<file path="src/design/phbm_pkg.sv">
`timescale 1ns / 1ps
// ----------------------------------------------------------------------------
// phbm_pkg: shared types and constants of the peak-hold bar meter renderer
// Holds the sequencer state type, the ring control and scan status structs,
// the register map codes and the peak-row character function.
// ----------------------------------------------------------------------------
package phbm_pkg;

    localparam int unsigned LEVEL_W = 4;
    localparam int unsigned BYTE_W  = 8;
    localparam int unsigned POS_W   = 6;
    localparam int unsigned COL_W   = 5;

    // Write positions within the 42 writes of one level
    localparam logic [POS_W-1:0] POS_BAR_CMD   = 6'd0;
    localparam logic [POS_W-1:0] POS_PEAK_CMD  = 6'd21;
    localparam logic [POS_W-1:0] POS_PEAK_COL0 = 6'd22;
    localparam logic [POS_W-1:0] POS_LAST      = 6'd41;

    // Character codes
    localparam logic [BYTE_W-1:0] CHAR_SPACE = 8'h20;
    localparam logic [BYTE_W-1:0] CHAR_ZERO  = 8'h30;
    localparam logic [BYTE_W-1:0] CHAR_PLUS  = 8'h2B;

    // Register reset values
    localparam logic [BYTE_W-1:0] RST_BAR_ROW_ADDR  = 8'h94;
    localparam logic [BYTE_W-1:0] RST_PEAK_ROW_ADDR = 8'hC0;
    localparam logic [BYTE_W-1:0] RST_BAR_GLYPH     = 8'hFF;

    // Register indexes (byte address / 4)
    typedef enum logic [1:0] {
        REG_BAR_ROW_ADDR  = 2'd0,
        REG_PEAK_ROW_ADDR = 2'd1,
        REG_BAR_GLYPH     = 2'd2,
        REG_NONE          = 2'd3
    } phbm_reg_t;

    typedef enum logic {
        ST_IDLE,
        ST_RUN
    } phbm_state_t;

    typedef struct packed {
        logic               load;
        logic [LEVEL_W-1:0] level;
    } phbm_ring_ctl_t;

    typedef struct packed {
        logic               busy;
        logic [LEVEL_W-1:0] peak;
    } phbm_scan_stat_t;

    // Character of the peak row at column col for a given peak
    function automatic logic [BYTE_W-1:0] phbm_peak_char(
        input logic [LEVEL_W-1:0] peak,
        input logic [COL_W-1:0]   col
    );
        logic [COL_W-1:0]  p;
        logic [BYTE_W-1:0] ch;
        p  = {1'b0, peak};
        ch = CHAR_SPACE;
        if (peak == '0) begin
            ch = CHAR_SPACE;
        end else if (peak <= 4'd9) begin
            if (col == p - 5'd1) begin
                ch = CHAR_ZERO + {4'b0, peak};
            end
        end else begin
            if (col == p - 5'd1) begin
                ch = CHAR_PLUS;
            end else if (col == p) begin
                ch = CHAR_ZERO + {4'b0, peak} - 8'd9;
            end else if (col == p + 5'd1) begin
                ch = CHAR_ZERO;
            end
        end
        return ch;
    endfunction

endpackage

</file>
<file path="src/design/phbm_ring_scan.sv">
`timescale 1ns / 1ps
// ----------------------------------------------------------------------------
// phbm_ring_scan: level history ring with a serial peak scan
// Stores each level in a WINDOW-entry ring, then walks the ring one entry
// per cycle through a single compare unit to find the window maximum.
// ----------------------------------------------------------------------------
module phbm_ring_scan #(
    parameter int unsigned WINDOW = 10
) (
    input  logic                     aclk,
    input  logic                     aresetn,
    input  phbm_pkg::phbm_ring_ctl_t ctl,
    output phbm_pkg::phbm_scan_stat_t stat
);
    import phbm_pkg::*;

    localparam int unsigned IDX_W = (WINDOW > 1) ? $clog2(WINDOW) : 1;
    localparam logic [IDX_W-1:0] IDX_LAST = IDX_W'(WINDOW - 1);

    logic [LEVEL_W-1:0] ring_reg [WINDOW];
    logic [IDX_W-1:0]   wr_ptr_reg,   wr_ptr_next;
    logic [IDX_W-1:0]   scan_idx_reg, scan_idx_next;
    logic               busy_reg,     busy_next;
    logic [LEVEL_W-1:0] peak_reg,     peak_next;
    logic [LEVEL_W-1:0] entry;

    assign entry = ring_reg[scan_idx_reg];

    always_comb begin
        wr_ptr_next   = wr_ptr_reg;
        scan_idx_next = scan_idx_reg;
        busy_next     = busy_reg;
        peak_next     = peak_reg;
        if (ctl.load) begin
            wr_ptr_next   = (wr_ptr_reg == IDX_LAST) ? '0 : wr_ptr_reg + 1'b1;
            scan_idx_next = '0;
            busy_next     = 1'b1;
            peak_next     = '0;
        end else if (busy_reg) begin
            // one compare per cycle
            if (entry > peak_reg) begin
                peak_next = entry;
            end
            scan_idx_next = scan_idx_reg + 1'b1;
            if (scan_idx_reg == IDX_LAST) begin
                busy_next     = 1'b0;
                scan_idx_next = '0;
            end
        end
    end

    always_ff @(posedge aclk) begin
        if (!aresetn) begin
            for (int i = 0; i < WINDOW; i++) begin
                ring_reg[i] <= '0;
            end
            wr_ptr_reg   <= '0;
            scan_idx_reg <= '0;
            busy_reg     <= 1'b0;
            peak_reg     <= '0;
        end else begin
            if (ctl.load) begin
                ring_reg[wr_ptr_reg] <= ctl.level;
            end
            wr_ptr_reg   <= wr_ptr_next;
            scan_idx_reg <= scan_idx_next;
            busy_reg     <= busy_next;
            peak_reg     <= peak_next;
        end
    end

    assign stat.busy = busy_reg;
    assign stat.peak = peak_reg;

`ifndef ASSERT_OFF
    a_ptr_range: assert property (@(posedge aclk) disable iff (!aresetn)
        (wr_ptr_reg <= IDX_LAST) && (scan_idx_reg <= IDX_LAST))
        else $error("ring pointer out of range");

    a_scan_ends: assert property (@(posedge aclk) disable iff (!aresetn)
        busy_reg && !ctl.load && (scan_idx_reg == IDX_LAST) |=> !busy_reg)
        else $error("peak scan did not finish after last entry");

    a_peak_hold: assert property (@(posedge aclk) disable iff (!aresetn)
        !busy_reg && !ctl.load |=> $stable(peak_reg))
        else $error("peak changed while scan idle");
`endif

endmodule

</file>
<file path="src/design/peak_hold_bar_meter_render.sv">
`timescale 1ns / 1ps
// ----------------------------------------------------------------------------
// peak_hold_bar_meter_render: peak-hold bar graph meter for a text display
// Turns each signal level into the 42 display writes of a bar row and a
// peak marker row.
// ----------------------------------------------------------------------------
// Each accepted level produces 42 write transfers on the m_ side: the bar row
// command byte, 20 bar characters, the peak row command byte and 20 peak
// characters, the last one flagged by m_tlast. The block accepts a level in
// its idle state; then the output sequencer issues one write per cycle while
// m_tready stays high, and downstream stalls hold it. s_tready is high only
// between items. The peak over the last WINDOW levels is found by a serial
// scan, one ring entry per cycle, that runs while the bar row goes out, so it
// is ready before the peak row starts.
// The history ring clears at reset. Registers are written through the APB
// port at any time the block is idle.
// ----------------------------------------------------------------------------
module peak_hold_bar_meter_render #(
    parameter int unsigned WINDOW = 10
) (
    input  logic        aclk,
    input  logic        aresetn,
    // input stream
    input  logic        s_tvalid,
    output logic        s_tready,
    input  logic [7:0]  s_tdata,   // [3:0] level, [7:4] zero
    // output stream
    output logic        m_tvalid,
    input  logic        m_tready,
    output logic [7:0]  m_tdata,   // [7:0] write_byte
    output logic        m_tuser,   // [0] is_command
    output logic        m_tlast,   // last_write
    // configuration
    input  logic        psel,
    input  logic        penable,
    input  logic        pwrite,
    input  logic [3:0]  paddr,
    input  logic [31:0] pwdata,
    output logic [31:0] prdata,
    output logic        pready
);
    import phbm_pkg::*;

    // Configuration registers
    logic [BYTE_W-1:0] bar_addr_reg;
    logic [BYTE_W-1:0] peak_addr_reg;
    logic [BYTE_W-1:0] glyph_reg;
    logic              cfg_wr;
    phbm_reg_t         reg_sel;

    // Sequencer
    phbm_state_t       state_reg, state_next;
    logic [POS_W-1:0]  pos_reg,   pos_next;
    logic [LEVEL_W-1:0] level_reg;
    logic              in_xfer;
    logic              emit;

    // Output register
    logic              m_valid_reg;
    logic [BYTE_W-1:0] m_byte_reg;
    logic              m_cmd_reg;
    logic              m_last_reg;
    logic [BYTE_W-1:0] byte_next;
    logic              cmd_next;

    // Ring / scan
    phbm_ring_ctl_t    ring_ctl;
    phbm_scan_stat_t   scan_stat;

    logic [POS_W-1:0]  bar_col;
    logic [POS_W-1:0]  peak_col;

    // ---------------- configuration port ----------------
    assign pready  = 1'b1;
    assign reg_sel = phbm_reg_t'(paddr[3:2]);
    assign cfg_wr  = psel && penable && pwrite && pready;

    always_ff @(posedge aclk) begin
        if (!aresetn) begin
            bar_addr_reg  <= RST_BAR_ROW_ADDR;
            peak_addr_reg <= RST_PEAK_ROW_ADDR;
            glyph_reg     <= RST_BAR_GLYPH;
        end else if (cfg_wr) begin
            unique case (reg_sel)
                REG_BAR_ROW_ADDR:  bar_addr_reg  <= pwdata[BYTE_W-1:0];
                REG_PEAK_ROW_ADDR: peak_addr_reg <= pwdata[BYTE_W-1:0];
                REG_BAR_GLYPH:     glyph_reg     <= pwdata[BYTE_W-1:0];
                default: ;  // drop writes beyond the register list
            endcase
        end
    end

    always_comb begin
        unique case (reg_sel)
            REG_BAR_ROW_ADDR:  prdata = {24'b0, bar_addr_reg};
            REG_PEAK_ROW_ADDR: prdata = {24'b0, peak_addr_reg};
            REG_BAR_GLYPH:     prdata = {24'b0, glyph_reg};
            default:           prdata = '0;
        endcase
    end

    // ---------------- ring and peak scan ----------------
    assign ring_ctl.load  = in_xfer;
    assign ring_ctl.level = s_tdata[LEVEL_W-1:0];

    phbm_ring_scan #(
        .WINDOW (WINDOW)
    ) u_ring (
        .aclk    (aclk),
        .aresetn (aresetn),
        .ctl     (ring_ctl),
        .stat    (scan_stat)
    );

    // ---------------- sequencer ----------------
    assign in_xfer = s_tvalid && s_tready;

    // Load a new write whenever the output register is empty or being drained
    assign emit = (state_reg == ST_RUN) && (!m_valid_reg || m_tready);

    always_comb begin
        state_next = state_reg;
        unique case (state_reg)
            ST_IDLE: if (in_xfer) state_next = ST_RUN;
            ST_RUN:  if (emit && (pos_reg == POS_LAST)) state_next = ST_IDLE;
            default: state_next = ST_IDLE;
        endcase
    end

    always_comb begin
        s_tready = 1'b0;
        pos_next = pos_reg;
        unique case (state_reg)
            ST_IDLE: begin
                s_tready = 1'b1;
                pos_next = POS_BAR_CMD;
            end
            ST_RUN: begin
                if (emit) pos_next = pos_reg + 1'b1;
            end
            default: ;
        endcase
    end

    // Column numbers of the two character runs
    assign bar_col  = pos_reg - 6'd1;
    assign peak_col = pos_reg - POS_PEAK_COL0;

    // Byte of the write at the current position
    always_comb begin
        cmd_next  = 1'b0;
        byte_next = CHAR_SPACE;
        if (pos_reg == POS_BAR_CMD) begin
            cmd_next  = 1'b1;
            byte_next = bar_addr_reg;
        end else if (pos_reg < POS_PEAK_CMD) begin
            byte_next = (bar_col < {2'b0, level_reg}) ? glyph_reg : CHAR_SPACE;
        end else if (pos_reg == POS_PEAK_CMD) begin
            cmd_next  = 1'b1;
            byte_next = peak_addr_reg;
        end else begin
            byte_next = phbm_peak_char(scan_stat.peak, peak_col[COL_W-1:0]);
        end
    end

    always_ff @(posedge aclk) begin
        if (!aresetn) begin
            state_reg   <= ST_IDLE;
            pos_reg     <= POS_BAR_CMD;
            m_valid_reg <= 1'b0;
        end else begin
            state_reg <= state_next;
            pos_reg   <= pos_next;
            if (emit) begin
                m_valid_reg <= 1'b1;
            end else if (m_tready) begin
                m_valid_reg <= 1'b0;
            end
        end
    end

    // Payload registers: hold the level and the pending write
    always_ff @(posedge aclk) begin
        if (in_xfer) begin
            level_reg <= s_tdata[LEVEL_W-1:0];
        end
        if (emit) begin
            m_byte_reg <= byte_next;
            m_cmd_reg  <= cmd_next;
            m_last_reg <= (pos_reg == POS_LAST);
        end
    end

    assign m_tvalid = m_valid_reg;
    assign m_tdata  = m_byte_reg;
    assign m_tuser  = m_cmd_reg;
    assign m_tlast  = m_last_reg;

`ifndef ASSERT_OFF
    a_peak_ready: assert property (@(posedge aclk) disable iff (!aresetn)
        emit && (pos_reg >= POS_PEAK_COL0) |-> !scan_stat.busy)
        else $error("peak row started before peak scan finished");

    a_start: assert property (@(posedge aclk) disable iff (!aresetn)
        in_xfer |=> (state_reg == ST_RUN) && (pos_reg == POS_BAR_CMD))
        else $error("item transfer did not start a write run");

    a_cmd_pos: assert property (@(posedge aclk) disable iff (!aresetn)
        emit && cmd_next |-> (pos_reg == POS_BAR_CMD) || (pos_reg == POS_PEAK_CMD))
        else $error("command write at a character position");
`endif

endmodule

</file>
<file path="config.mk">
export PLATFORM = sky130hd
export DESIGN_NAME = peak_hold_bar_meter_render
export DESIGN_NICKNAME = d
export VERILOG_FILES = /design/src/design/phbm_pkg.sv /design/src/design/phbm_ring_scan.sv /design/src/design/peak_hold_bar_meter_render.sv
export SDC_FILE = /design/constraint.sdc
export NUM_CORES = 1
export LEC_CHECK = 0
export BUFFER_PORTS_ARGS = -buffer_cell sky130_fd_sc_hd__buf_2
export CAP_MARGIN = 20
export CORE_AREA = 2 2 105 107
export DETAILED_ROUTE_END_ITERATION = 8
export DIE_AREA = 0 0 107 109
export PLACE_DENSITY = 0.84
export RECOVER_POWER = 100
export REMOVE_ABC_BUFFERS = 1
export SLEW_MARGIN = 0
export SYNTH_ARGS = -nofsm -noshare
export SYNTH_HDL_FRONTEND = slang
export SYNTH_SLANG_ARGS = --single-unit
</file>
<file path="constraint.sdc">
create_clock -name aclk -period 6.1 [get_ports aclk]
set_input_delay 0.305 -clock aclk [delete_from_list [all_inputs] [get_ports aclk]]
set_output_delay 0.305 -clock aclk [all_outputs]
set_load 0.02 [all_outputs]
</file>
# Word-level counts from Yosys, hierarchy flattened
# Memory sizes are Yosys's and may differ from the RTL's. A register that Yosys moved wholly into a read port is not among the register bits.
# Cells that the tools add are included.
# Widths: inputs -> output; s select.
# word_totals
mem_bits_rw	40
word_cells	91
output_inout_bits	45
n_memories	1
reg_bits	59
# memory_table
memory	depth	width	read_ports	rd_ports_with_merged_regs	wr	line	source
u_ring.ring_reg	10	4	1	1	10	phbm_ring_scan.sv:20	logic [LEVEL_W-1:0] ring_reg [WINDOW];
# classes
bitwise_logic	2
magnitude_cmp	4
add_sub_neg	9
reduce_logical	17
muxes	34
eq_ne	10
# op_table
op	count
$mux 8	8
$mux 4	6
$pmux 8 s3	1
$mux 1	14
$pmux 6 s2	1
$eq 5x5->1	2
$add 4x1->4 const B	2
$eq 4x4->1 const B	2
$reduce_and 2->1	4
$sub 7x4->8 const B	1
$add 6x4->7 const A	1
$mux 7	1
$add 6x1->6 const B	1
$eq 6x5->1 const B	1
$eq 6x6->1 const B	1
$logic_not 6->1	1
$lt 6x4->1	1
$lt 6x5->1 const B	1
$mux 6	1
$sub 6x1->6 const B	1
$add 4x1->5 const B	1
$eq 5x4->1	1
$logic_and 1x1->1	5
$mux 5	1
16 further kinds	17

# Depth between registers and ports, before layout
# Gate-level depths: netlist (run 1).
# depth
depth_word	10
ltp_mapped	12

# By module
# A second synthesis (run 1) with hierarchy kept.
# unflattened
hier_cells	595
area_unflattened_um2	6429.9
# modules_own_cells
module	n_inst	cells_each	area_each_um2
phbm_ring_scan	1	269	3549.7
peak_hold_bar_meter_render	1	326	2880.3

# Least setup slack after synthesis (run 1)
# OpenSTA, ideal clock, no wires.
# synth_timing
path_type	register -> register
startpoint	reg (tool-made name)
endpoint	reg u_ring.peak_reg[0]
required_time_ns	5.979
path_stages_with_launch	12
setup_slack_ns	3.201
arrival_ns	2.778
setup_ns	0.121
path_cell_list	dfxtp_1 clkbuf_1 clkbuf_1 mux4_2 mux4_2 ha_1 nor2b_1 o21a_1 o21ai_0 a21oi_2 mux2i_1 nor2_1
# synth_lines
item	line	source
to (signal assigned)	phbm_ring_scan.sv:68	peak_reg <= peak_next;
to (decl)	phbm_ring_scan.sv:24	logic [LEVEL_W-1:0] peak_reg, peak_next;

==> metrics.yaml, run 1 <==
timing:
  finalCriticalPeriod_ns: 3.712
  tightest_slew_ns: 2.040
  slew_violations: 45
  rsz0062_at_grt: "false"
  achievable-frequency_mhz: 269.4
  finalHoldViolCount: 0
  post-route-period-util_pct: 60.85
  final.setup_skew_ns: 0.01073
  setup_tns_ns: 0
  setup_viol: 0
  slew_headroom_pct: -35.98
cells_and_area:
  largest_reg_flops: 64
  seqCellArea_um2: 3323
  synthToLayoutAreaGrowth_pct: 11.88
  multiInputGateArea_um2: 2700
  antennaDiodeCount: 0
  mostFrequentLayoutCell: "edfxtp_1"
  drive_above_1_share_pct: 10.56
  nets: 680
  mostFrequentLayoutCells: "edfxtp_1 (78), nand2_1 (73), nor2_1 (65), dfxtp_1 (49), clkbuf_1 (26)"
  fillers: 748
drt:
  drtAntennaViolNets: 0
  wl_um: 13780
  drtPass1Iterations: 6
  drtIter0Drc: 297
  viasPerCell: 5.860
  route.detailed.drc: 0
  wl_per_cell_um: 18.02
  num_vias: 4483
global_route:
  grt_first_pass_wirelength_um: 22170
  grt_max_degree: 45
  antenna_found_initial: 0
  grt_pass1_vias: 4419
  grt_usage_pct: 25.20
  gr-total-overflow: 0
setup_path:
  endpoint: "u_ring.peak_reg[0]$_SDFFE_PP0P_"
  end_kind: "register"
  rr_worst_depth: 9
  crit_type: "register to register"
  crit_fanout: 16
  cpMaxStageDelayCell: "dfxtp_1"
  cp_cell_sequence: "mux4_1 > mux4_2 > ha_1 > nor2b_1 > o21a_1 > o21ai_0 > a21oi_1 > mux2i_1 > nor2_1"
  critPathRequiredTime_ns: 6.49
  cp-start-kind: "register"
  crit_arrival_ns: 4.10
  r2r_setup_slack_ns: 2.39
  timing.rr.end: "u_ring.peak_reg[0]$_SDFFE_PP0P_"
  critPathMaxStageDelay_ns: 0.99
power_and_ir_drop:
  report.power.total_uw: 2151
  p_leak_uw: 0.002608
  powerDensity_nw_per_um2: 303.2
  ir_worst_vdd_uv: 238.4
logic_synthesis:
  synth_compound_area_share_pct: 7.301
  ys_warn_count: 0
  muxShareOfSynthArea_pct: 10.62
  synth-seq-cells: 127
  ys.flop_type: "edfxtp_1"
  synth-async-reset-ratio_pct: 0
  synth.distinct_cells: 56
  syn_area_per_cell_um2: 11.09
  synth_top_family_by_area: "simple AND/OR/NAND/NOR gates"
  synthSimpleGateAreaFrac_pct: 16.28
  synth-xor-area-share_pct: 3.611
  synth_edf_count: 78
  syn_inst: 572
  synth_fa_ha_area_share_pct: 3.354
  seq_area_frac_synth_pct: 52.41
  synthesis.area_um2: 6341
die:
  top_level_ports: 96
  core.rowCount: 38
  die_y_um: 109
  core-area_um2: 10600
  die_area_um2: 11660
  start_util_pct: 59.81
  die-width_um: 107
cts:
  cts.clk_slew.worst_paths_ns: 0.07
  cts_tree: "yes"
  cts_setup_buffers: 0
  clockBufferDepth: 2
  postCtsResizedCells: 0
  clock_sink_count: 127
  cts_root_buffer: "clkbuf_8"
  numCtsBuffers: 17
  clk_latency_ns: 0.52
  htreeDepth: 4
job:
  maxCapViolCount: 1
placed_design:
  finalWeightedCongestion: 0.9320
  port_buffers: 40
  hpwl_um: 9232
status:
  status: "finished with violations"
  violations: "max-capacitance violations, max-slew violations"
hold_path:
  hp-class: "input port to register"
[stage by stage]
step | instances | hold WS, ns | worst slack [ns] | utilization (%) | area (µm²)
CTS | 764 | 0.01268 | 2.489 | 67.21 | 7126
global route | 765 | 0.02441 | 2.094 | 66.91 | 7094
detailed placement | 728 | 0.4832 | 2.500 | 61.27 | 6496
global placement | 728 | 0.4659 | 2.669 | 61.27 | 6496
floorplan | 548 | 0.3669 | 2.979 | - | 6121
finish | 765 | 0.02900 | 2.388 | 66.91 | 7094
[synth_stat cells (all sizes together) (3+ instances only)]
library cell | number | area, µm²
nand2b | 4 | 25.02
nor3 | 11 | 60.06
dfxtp | 49 | 980.9
and2 | 6 | 37.54
nor3b | 6 | 45.04
ha | 17 | 212.7
xor2 | 10 | 87.58
a21boi | 10 | 75.07
and3 | 3 | 18.77
nand4 | 4 | 25.02
nand3 | 24 | 120.1
inv | 25 | 93.84
a21oi | 14 | 88.84
edfxtp | 78 | 2342
o21ai | 24 | 120.1
clkbuf | 15 | 56.30
buf | 32 | 250.2
a221oi | 5 | 43.79
nor2b | 17 | 106.4
nand2 | 73 | 274.0
nor2 | 65 | 244.0
mux2i | 20 | 200.2
mux4 | 20 | 473.0
xnor2 | 11 | 96.34
[repair_timing]
item,4_1_cts,5_1_grt
hold buffers,4,0
hold endpoints to repair,4,0
setup endpoints to repair,0,0
[logic make-up (layout without fill, tap and decap cells)]
kind of cell / Yosys count / in the layout
other: 2 / 25
AO/OA/AOI/OAI: 70 / 70
adder cells (fa/ha/maj): 17 / 17
buffers and inverters: 72 / 102
AND/OR/NAND/NOR: 221 / 221
multiplexers: 40 / 40
XOR/XNOR: 23 / 23
flip-flops: 127 / 127
[routing by layer]
metal  part of all wire, %  GRT usage (%)
met1                    39          29.57
met2                    52          45.63
met3                   6.3          4.842
met4                   2.0          10.20
met5                     0              0
[report_power, final]
| part | internal [µW] | switching (µW) |
|---|---|---|
| Sequential | 940 | 23.2 |
| Clock | 595 | 411 |
| Combinational | 63.2 | 119 |
| Total | 1600 | 553 |
[how the worst min path moves through the flow]
| stage | from | end | slack [ns] | cells past startpoint |
|---|---|---|---|---|
| final | pwdata[0] | glyph_reg[0]$_SDFFE_PN1P_ | 0.03 | 3 |
| after global routing | pwdata[0] | glyph_reg[0]$_SDFFE_PN1P_ | 0.02 | 3 |
| after CTS | pwdata[0] | glyph_reg[0]$_SDFFE_PN1P_ | 0.01 | 3 |
| after detailed placement | glyph_reg[3]$_SDFFE_PN1P_ | glyph_reg[3]$_SDFFE_PN1P_ | 0.48 | 2 |
| after global placement | peak_addr_reg[4]$_SDFFE_PN0P_ | peak_addr_reg[4]$_SDFFE_PN0P_ | 0.47 | 2 |
| after floorplan | aresetn | bar_addr_reg[2]$_SDFFE_PN1P_ | 0.37 | 1 |
[critical path: cells and delay by family (launching register included)]
kind | cells | cell delay (ns)
mux | 3 | 1.45
compound gates | 3 | 0.64
fa+ha+maj | 1 | 0.31
flops | 1 | 0.99
simple gates | 2 | 0.21
[cell type report]
class / instances / area share [%]
well taps: 140 / 2.469
multi-input cells: 396 / 38.06
clock inverters: 15 / 2.469
inverters: 25 / 1.323
flip-flops and latches: 127 / 46.84
clock buffers: 17 / 5.838
repair buffers: 45 / 2.998
No activity file was read; power rests on OpenSTA's default activity.
==> run 2, diff against run 1 <==
--- a/config.mk
+++ b/config.mk
@@ -7,10 +7,10 @@
 export LEC_CHECK = 0
 export BUFFER_PORTS_ARGS = -buffer_cell sky130_fd_sc_hd__buf_2
 export CAP_MARGIN = 20
-export CORE_AREA = 2 2 105 107
+export CORE_AREA = 2 2 109 111
 export DETAILED_ROUTE_END_ITERATION = 8
-export DIE_AREA = 0 0 107 109
-export PLACE_DENSITY = 0.84
+export DIE_AREA = 0 0 111 113
+export PLACE_DENSITY = 0.79
 export RECOVER_POWER = 100
 export REMOVE_ABC_BUFFERS = 1
 export SLEW_MARGIN = 0
==> constraint.sdc (replaced) <==
create_clock -name aclk -period 3.7 [get_ports aclk]
set_input_delay 0.185 -clock aclk [delete_from_list [all_inputs] [get_ports aclk]]
set_output_delay 0.185 -clock aclk [all_outputs]
set_load 0.02 [all_outputs]
==> run 2 against run 1 <==
Against the previous run: the flow still finishes with violations (max-capacitance violations, max-slew violations); register-to-register slack worse by 2.0 ns; flip-flop and latch count unchanged; count of clock-buffer cells in the layout is the same; critical path type unchanged; highest routed layer unchanged.
==> metrics.yaml, run 2 (synthesis gave the netlist of run 1 again) <==
placed_design:
  port_buffers: 40  # unchanged
  dp.cells: 737  # +1.2%
  hpwl_um: 9255  # +0.25%
  finalWeightedCongestion: 0.8821  # -5.4%
cts:
  cts_setup_buffers: 0  # unchanged
  cts_root_buffer: "clkbuf_16"
  cts.clk_slew.worst_paths_ns: 0.06  # about the same
  cts_hold_buf: 6  # +2
  cts_tree: "yes"
  htreeDepth: 4  # unchanged
  clock_sink_count: 127  # unchanged
  clk_latency_ns: 0.42  # -0.10 ns
  postCtsResizedCells: 0  # unchanged
  numCtsBuffers: 17  # unchanged
  clockBufferDepth: 2  # unchanged
cells_and_area:
  seqCellArea_um2: 3323  # unchanged
  mostFrequentLayoutCells: "edfxtp_1 (78), nand2_1 (73), nor2_1 (65), dfxtp_1 (49), clkbuf_1 (27)"
  fillers: 848  # +13%
  instances_no_fill: 775  # +1.3%
  synthToLayoutAreaGrowth_pct: 13.77
  mostFrequentLayoutCell: "edfxtp_1"
  largest_reg_flops: 64  # unchanged
  drive_above_1_share_pct: 10.76  # +0.20 points
  antennaDiodeCount: 0  # unchanged
  nets: 687  # +1.0%
  multiInputGateArea_um2: 2695  # -0.19%
hold_path:
  hp-start: "pwdata[6]"
  hp-class: "input port to register"
timing:
  achievable-frequency_mhz: 305.2  # +13%
  slew_headroom_pct: -12.45  # +24 points
  setup_tns_ns: 0  # unchanged
  final.setup_skew_ns: 0.006847  # -0.003886 ns
  finalHoldViolCount: 0  # unchanged
  finalCriticalPeriod_ns: 3.277  # -0.4350 ns
  slew_violations: 9  # -80%
  tightest_slew_ns: 1.674  # -0.3658 ns
  rsz0062_at_grt: "false"
  post-route-period-util_pct: 88.56  # +28 points
  setup_viol: 0  # unchanged
power_and_ir_drop:
  powerDensity_nw_per_um2: 521.4  # +72%
  internal_power_uw: 2864  # +79%
  power_frac_seq_pct: 42.0  # -2.8 points
  p_sw_uw: 897.4  # +62%
  swShare_pct: 23.86  # -1.8 points
  ir_worst_vdd_uv: 556.1  # +130%
  p_leak_uw: 0.002665  # +2.2%
  pwr-share-clk_pct: 49.7  # +2.9 points
  p_comb_share_pct: 8.3  # -0.2 points
drt:
  drtAntennaViolNets: 0  # unchanged
  num_vias: 4430  # -1.2%
  wl_per_cell_um: 18.08  # +0.34%
  wl_um: 14010  # +1.6%
  drtPass1Iterations: 5  # -1
  viasPerCell: 5.716  # -2.5%
  route.detailed.drc: 0  # unchanged
  drtIter0Drc: 357  # +20%
die:
  die-width_um: 111  # +3.7%
  start_util_pct: 56.25  # -3.6 points
  die_area_um2: 12540  # +7.5%
  top_level_ports: 96  # unchanged
  core.rowCount: 39  # +2.6%
  core-area_um2: 11270  # +6.3%
  die_y_um: 113  # +3.7%
setup_path:
  critPathRequiredTime_ns: 4.00  # -2.49 ns
  cp-start-kind: "register"
  crit_fanout: 16  # unchanged
  crit_type: "register to register"
  crit_arrival_ns: 3.58  # -0.52 ns
  rr_worst_depth: 10  # +1
  r2r_setup_slack_ns: 0.42  # -1.97 ns
  cpMaxStageDelayCell: "mux4_1"
  endpoint: "u_ring.peak_reg[0]$_SDFFE_PP0P_"
  timing.rr.end: "u_ring.peak_reg[0]$_SDFFE_PP0P_"
  end_kind: "register"
  critPathMaxStageDelay_ns: 0.64  # -0.35 ns
  cp_cell_sequence: "buf_4 > mux4_1 > mux4_2 > ha_1 > nor2b_1 > o21a_1 > o21ai_0 > a21oi_1 > mux2i_1 > nor2_1"
global_route:
  grt_usage_pct: 23.48  # -1.7 points
  antenna_found_initial: 0  # unchanged
  grt_pass1_vias: 4351  # -1.5%
  grt_first_pass_wirelength_um: 22490  # +1.4%
  grt_max_degree: 36  # -20%
  gr-total-overflow: 0  # unchanged
status:
  status: "finished with violations"
  violations: "max-capacitance violations, max-slew violations"
job:
  maxCapViolCount: 1  # unchanged
run 2: power groups by stage:
stage,Combinational (µW),Sequential [µW],Clock [µW]
after floorplan,194,1620,0
after global placement,299,1610,0
after detailed placement,310,1610,0
after CTS,318,1580,1890
after global routing,340,1580,1960
final,311,1580,1870
run 2: area by class of cell:
cell class                 count  area share (%)
clock buffer                  17           5.897
tap                          143           2.480
timing repair buffer          52           3.659
clock inverter                15           3.243
inverter                      25           1.301
multi-input combinational    396           37.36
sequential                   127           46.06
run 2: worst min-delay path by stage:
stage / cells after the start / endpoint
3_5_place_dp: 1 / level_reg[1]$_DFFE_PP_
2_1_floorplan: 1 / bar_addr_reg[2]$_SDFFE_PN1P_
6_report: 3 / glyph_reg[6]$_SDFFE_PN1P_
4_1_cts: 3 / glyph_reg[6]$_SDFFE_PN1P_
5_1_grt: 3 / glyph_reg[6]$_SDFFE_PN1P_
3_3_place_gp: 1 / level_reg[1]$_DFFE_PP_
run 2: through the flow:
stage	total power (µW)	util, %	area (µm²)	setup WS (ns)	hold WS [ns]
floorplan	1812	-	6121	0.5788	0.2469
global placement	1905	58.00	6538	0.6910	0.3937
detailed placement	1918	58.04	6543	0.6203	0.3968
CTS	3790	64.42	7262	0.5869	0.0009273
global route	3881	64.00	7214	0.2171	0.02500
finish	3762	64.00	7214	0.4233	0.01493
run 2: worst max-delay path, delay by kind of cell (launching register included):
family	cells	cell delay, ns
flops	1	0.31
compound gates	3	0.64
simple gates	2	0.18
buf+inv	1	0.30
mux	3	1.41
fa+ha+maj	1	0.31
run 2: per-layer routing:
layer	vias to the layer above	wire [µm]	GRT usage, %
li1	2085	-	-
met4	0	292	9.167
met3	23	921	7.338
met2	201	7219	40.25
met1	2121	5578	27.88
met5	-	0	0
==> run 3, diff against run 2 <==
--- a/config.mk
+++ b/config.mk
@@ -7,10 +7,11 @@
 export LEC_CHECK = 0
 export BUFFER_PORTS_ARGS = -buffer_cell sky130_fd_sc_hd__buf_2
 export CAP_MARGIN = 20
-export CORE_AREA = 2 2 109 111
+export CORE_AREA = 2 2 107 109
+export CTS_BUF_LIST = sky130_fd_sc_hd__clkbuf_8
 export DETAILED_ROUTE_END_ITERATION = 8
-export DIE_AREA = 0 0 111 113
-export PLACE_DENSITY = 0.79
+export DIE_AREA = 0 0 109 111
+export PLACE_DENSITY = 0.81
 export RECOVER_POWER = 100
 export REMOVE_ABC_BUFFERS = 1
 export SLEW_MARGIN = 0
==> run 3 against run 2 <==
Against the previous run: the flow still finishes with violations (max-capacitance violations, max-slew violations); clock skew rose by 0.0045 ns; design area decreased by 3.2%; flip-flop and latch count unchanged; sequential share of layout area increased by 1.5 points; register-to-register slack got worse by 0.08 ns; worst setup slack got worse by 0.082 ns; total power is 17% lower; critical endpoint is now u_ring.peak_reg[2]$_SDFFE_PP0P_; highest routed layer unchanged.
==> metrics.yaml, run 3 (synthesis gave the netlist of run 1 again) <==
status:
  status: "finished with violations"
  violations: "max-capacitance violations, max-slew violations"
cells_and_area:
  drive_above_1_share_pct: 10.87  # +0.11 points
  seqCellArea_um2: 3323  # unchanged
  fillers: 854  # +0.71%
  synthToLayoutAreaGrowth_pct: 10.18
  largest_reg_flops: 64  # unchanged
  mostFrequentLayoutCells: "edfxtp_1 (78), nand2_1 (73), nor2_1 (65), dfxtp_1 (49), clkbuf_1 (28)"
  mostFrequentLayoutCell: "edfxtp_1"
  antennaDiodeCount: 0  # unchanged
  nets: 690  # +0.44%
  multiInputGateArea_um2: 2695  # unchanged
cts:
  cts_tree: "yes"
  cts_root_buffer: "clkbuf_8"
  postCtsResizedCells: 0  # unchanged
  cts.clk_slew.worst_paths_ns: 0.08  # +0.02 ns
  clock_sink_count: 127  # unchanged
  clockBufferDepth: 2  # unchanged
  clk_latency_ns: 0.44  # +0.02 ns
  numCtsBuffers: 17  # unchanged
  htreeDepth: 4  # unchanged
setup_path:
  cp-start-kind: "register"
  r2r_setup_slack_ns: 0.34  # -0.08 ns
  crit_type: "register to register"
  crit_arrival_ns: 3.68  # +0.10 ns
  critPathRequiredTime_ns: 4.02  # +0.02 ns
  crit_fanout: 10  # -6
  rr_worst_depth: 9  # -1
  timing.rr.end: "u_ring.peak_reg[2]$_SDFFE_PP0P_"
  end_kind: "register"
power_and_ir_drop:
  powerDensity_nw_per_um2: 445.6  # -15%
  p_leak_uw: 0.002561  # -3.9%
  ir_worst_vdd_uv: 419.5  # -25%
drt:
  drtAntennaViolNets: 0  # unchanged
  drtIter0Drc: 334  # -6.4%
  wl_um: 13220  # -5.6%
  route.detailed.drc: 0  # unchanged
  viasPerCell: 5.665  # -0.90%
  num_vias: 4407  # -0.52%
  wl_per_cell_um: 17.00  # -6.0%
  drtPass1Iterations: 5  # unchanged
hold_path:
  hp-class: "input port to register"
  worstHoldEndpoint: "glyph_reg[5]$_SDFFE_PN1P_"
  hp-start: "pwdata[5]"
  hold_path_depth: 3  # unchanged
timing:
  tightest_slew_ns: 1.770  # +0.09612 ns
  rsz0062_at_grt: "false"
  setup_tns_ns: 0  # unchanged
  finalHoldViolCount: 0  # unchanged
  slew_headroom_pct: -18.91  # -6.5 points
  final.setup_skew_ns: 0.01135  # +0.004503 ns
  fin_ws_ns: 0.3415  # -0.08179 ns
  setup_viol: 0  # unchanged
  slew_violations: 9  # unchanged
  finalCriticalPeriod_ns: 3.359  # +0.08179 ns
  achievable-frequency_mhz: 297.8  # -2.4%
  post-route-period-util_pct: 90.77  # +2.2 points
global_route:
  grt_usage_pct: 23.10  # -0.37 points
  top_usage_layer: "met2"
  use_met2_pct: 40.00  # -0.25 points
  grt_max_degree: 35  # -2.8%
  grt_util_met3_pct: 5.879  # -1.5 points
  gr-total-overflow: 0  # unchanged
  grt_first_pass_wirelength_um: 21570  # -4.1%
  grt_pass1_vias: 4364  # +0.30%
  gr-usage-met1_pct: 28.02  # +0.15 points
  antenna_found_initial: 0  # unchanged
die:
  die_area_um2: 12100  # -3.5%
  top_level_ports: 96  # unchanged
  core-area_um2: 11080  # -1.7%
  core.rowCount: 39  # unchanged
  die_y_um: 111  # -1.8%
  die-width_um: 109  # -1.8%
  start_util_pct: 57.25  # +0.99 points
placed_design:
  port_buffers: 40  # unchanged
  finalWeightedCongestion: 0.8694  # -1.4%
  dp_slack_ns: 0.5226  # -0.09767 ns
  hpwl_um: 9424  # +1.8%
job:
  maxCapViolCount: 1  # unchanged
run 3: cell types whose count changed in the layout (fill, tap and decap cells not counted), sizes merged:
cell         delta
clkinv          -3
clkinvlp        +1
buf             +1
bufinv          -3
clkbuf          +1
inv             +5
dlygate4sd3     +1
run 3: cell type report:
class	instances	share of cell area (%)
flip-flops and latches	127	47.56
clock buffers	17	3.349
repair buffers	55	4.119
multi-input cells	396	38.57
inverters	25	1.343
well taps	143	2.561
clock inverters	15	2.489
run 3: worst max-delay path by stage:
stage,from,end,slack [ns],depth (start not counted)
after floorplan,register,u_ring.peak_reg[0]$_SDFFE_PP0P_,0.58,9
after global placement,register,u_ring.peak_reg[0]$_SDFFE_PP0P_,0.55,9
after detailed placement,register,u_ring.peak_reg[2]$_SDFFE_PP0P_,0.52,9
after CTS,register,u_ring.peak_reg[2]$_SDFFE_PP0P_,0.49,9
after global routing,register,u_ring.peak_reg[2]$_SDFFE_PP0P_,0.17,9
final,register,u_ring.peak_reg[2]$_SDFFE_PP0P_,0.34,9
run 3: through the flow:
stage | cell area, µm² | utilization, % | power, µW | hold WS (ns) | instances
floorplan | 6121 | - | 1812 | 0.2469 | 548
global placement | 6553 | 59.16 | 1906 | 0.4002 | 738
detailed placement | 6553 | 59.16 | 1918 | 0.4041 | 738
CTS | 7030 | 63.47 | 3136 | 0.003695 | 777
global route | 6987 | 63.07 | 3229 | 0.005348 | 778
finish | 6987 | 63.07 | 3113 | 0.01612 | 778
run 3: repair_timing:
action	4_1_cts	5_1_grt
buffers inserted	0	0
hold buffers	7	0
endpoints found under the hold margin	7	0
run 3: per-layer routing:
layer,wire (µm),up-vias,part of all wire (%)
li1,-,2095,-
met1,5197,2111,39
met2,6944,183,53
met3,898,18,6.8
met4,183,0,1.4
met5,0,-,0
run 3: power breakdown:
part	internal (µW)	total [µW]	switching, µW
clock network	623	1230	605
registers	1550	1580	33.8
logic	110	305	195
total	2280	3110	834
run 3: worst max-delay path, stage by stage, from the launching register on:
cell and delay, ns:
dfxtp_1 0.67, buf_4 0.25, mux4_1 0.58, mux4_2 0.51, ha_1 0.31, nand4_1 0.10
nand2_1 0.06, a21oi_1 0.43, mux2i_1 0.26, nor2_1 0.05
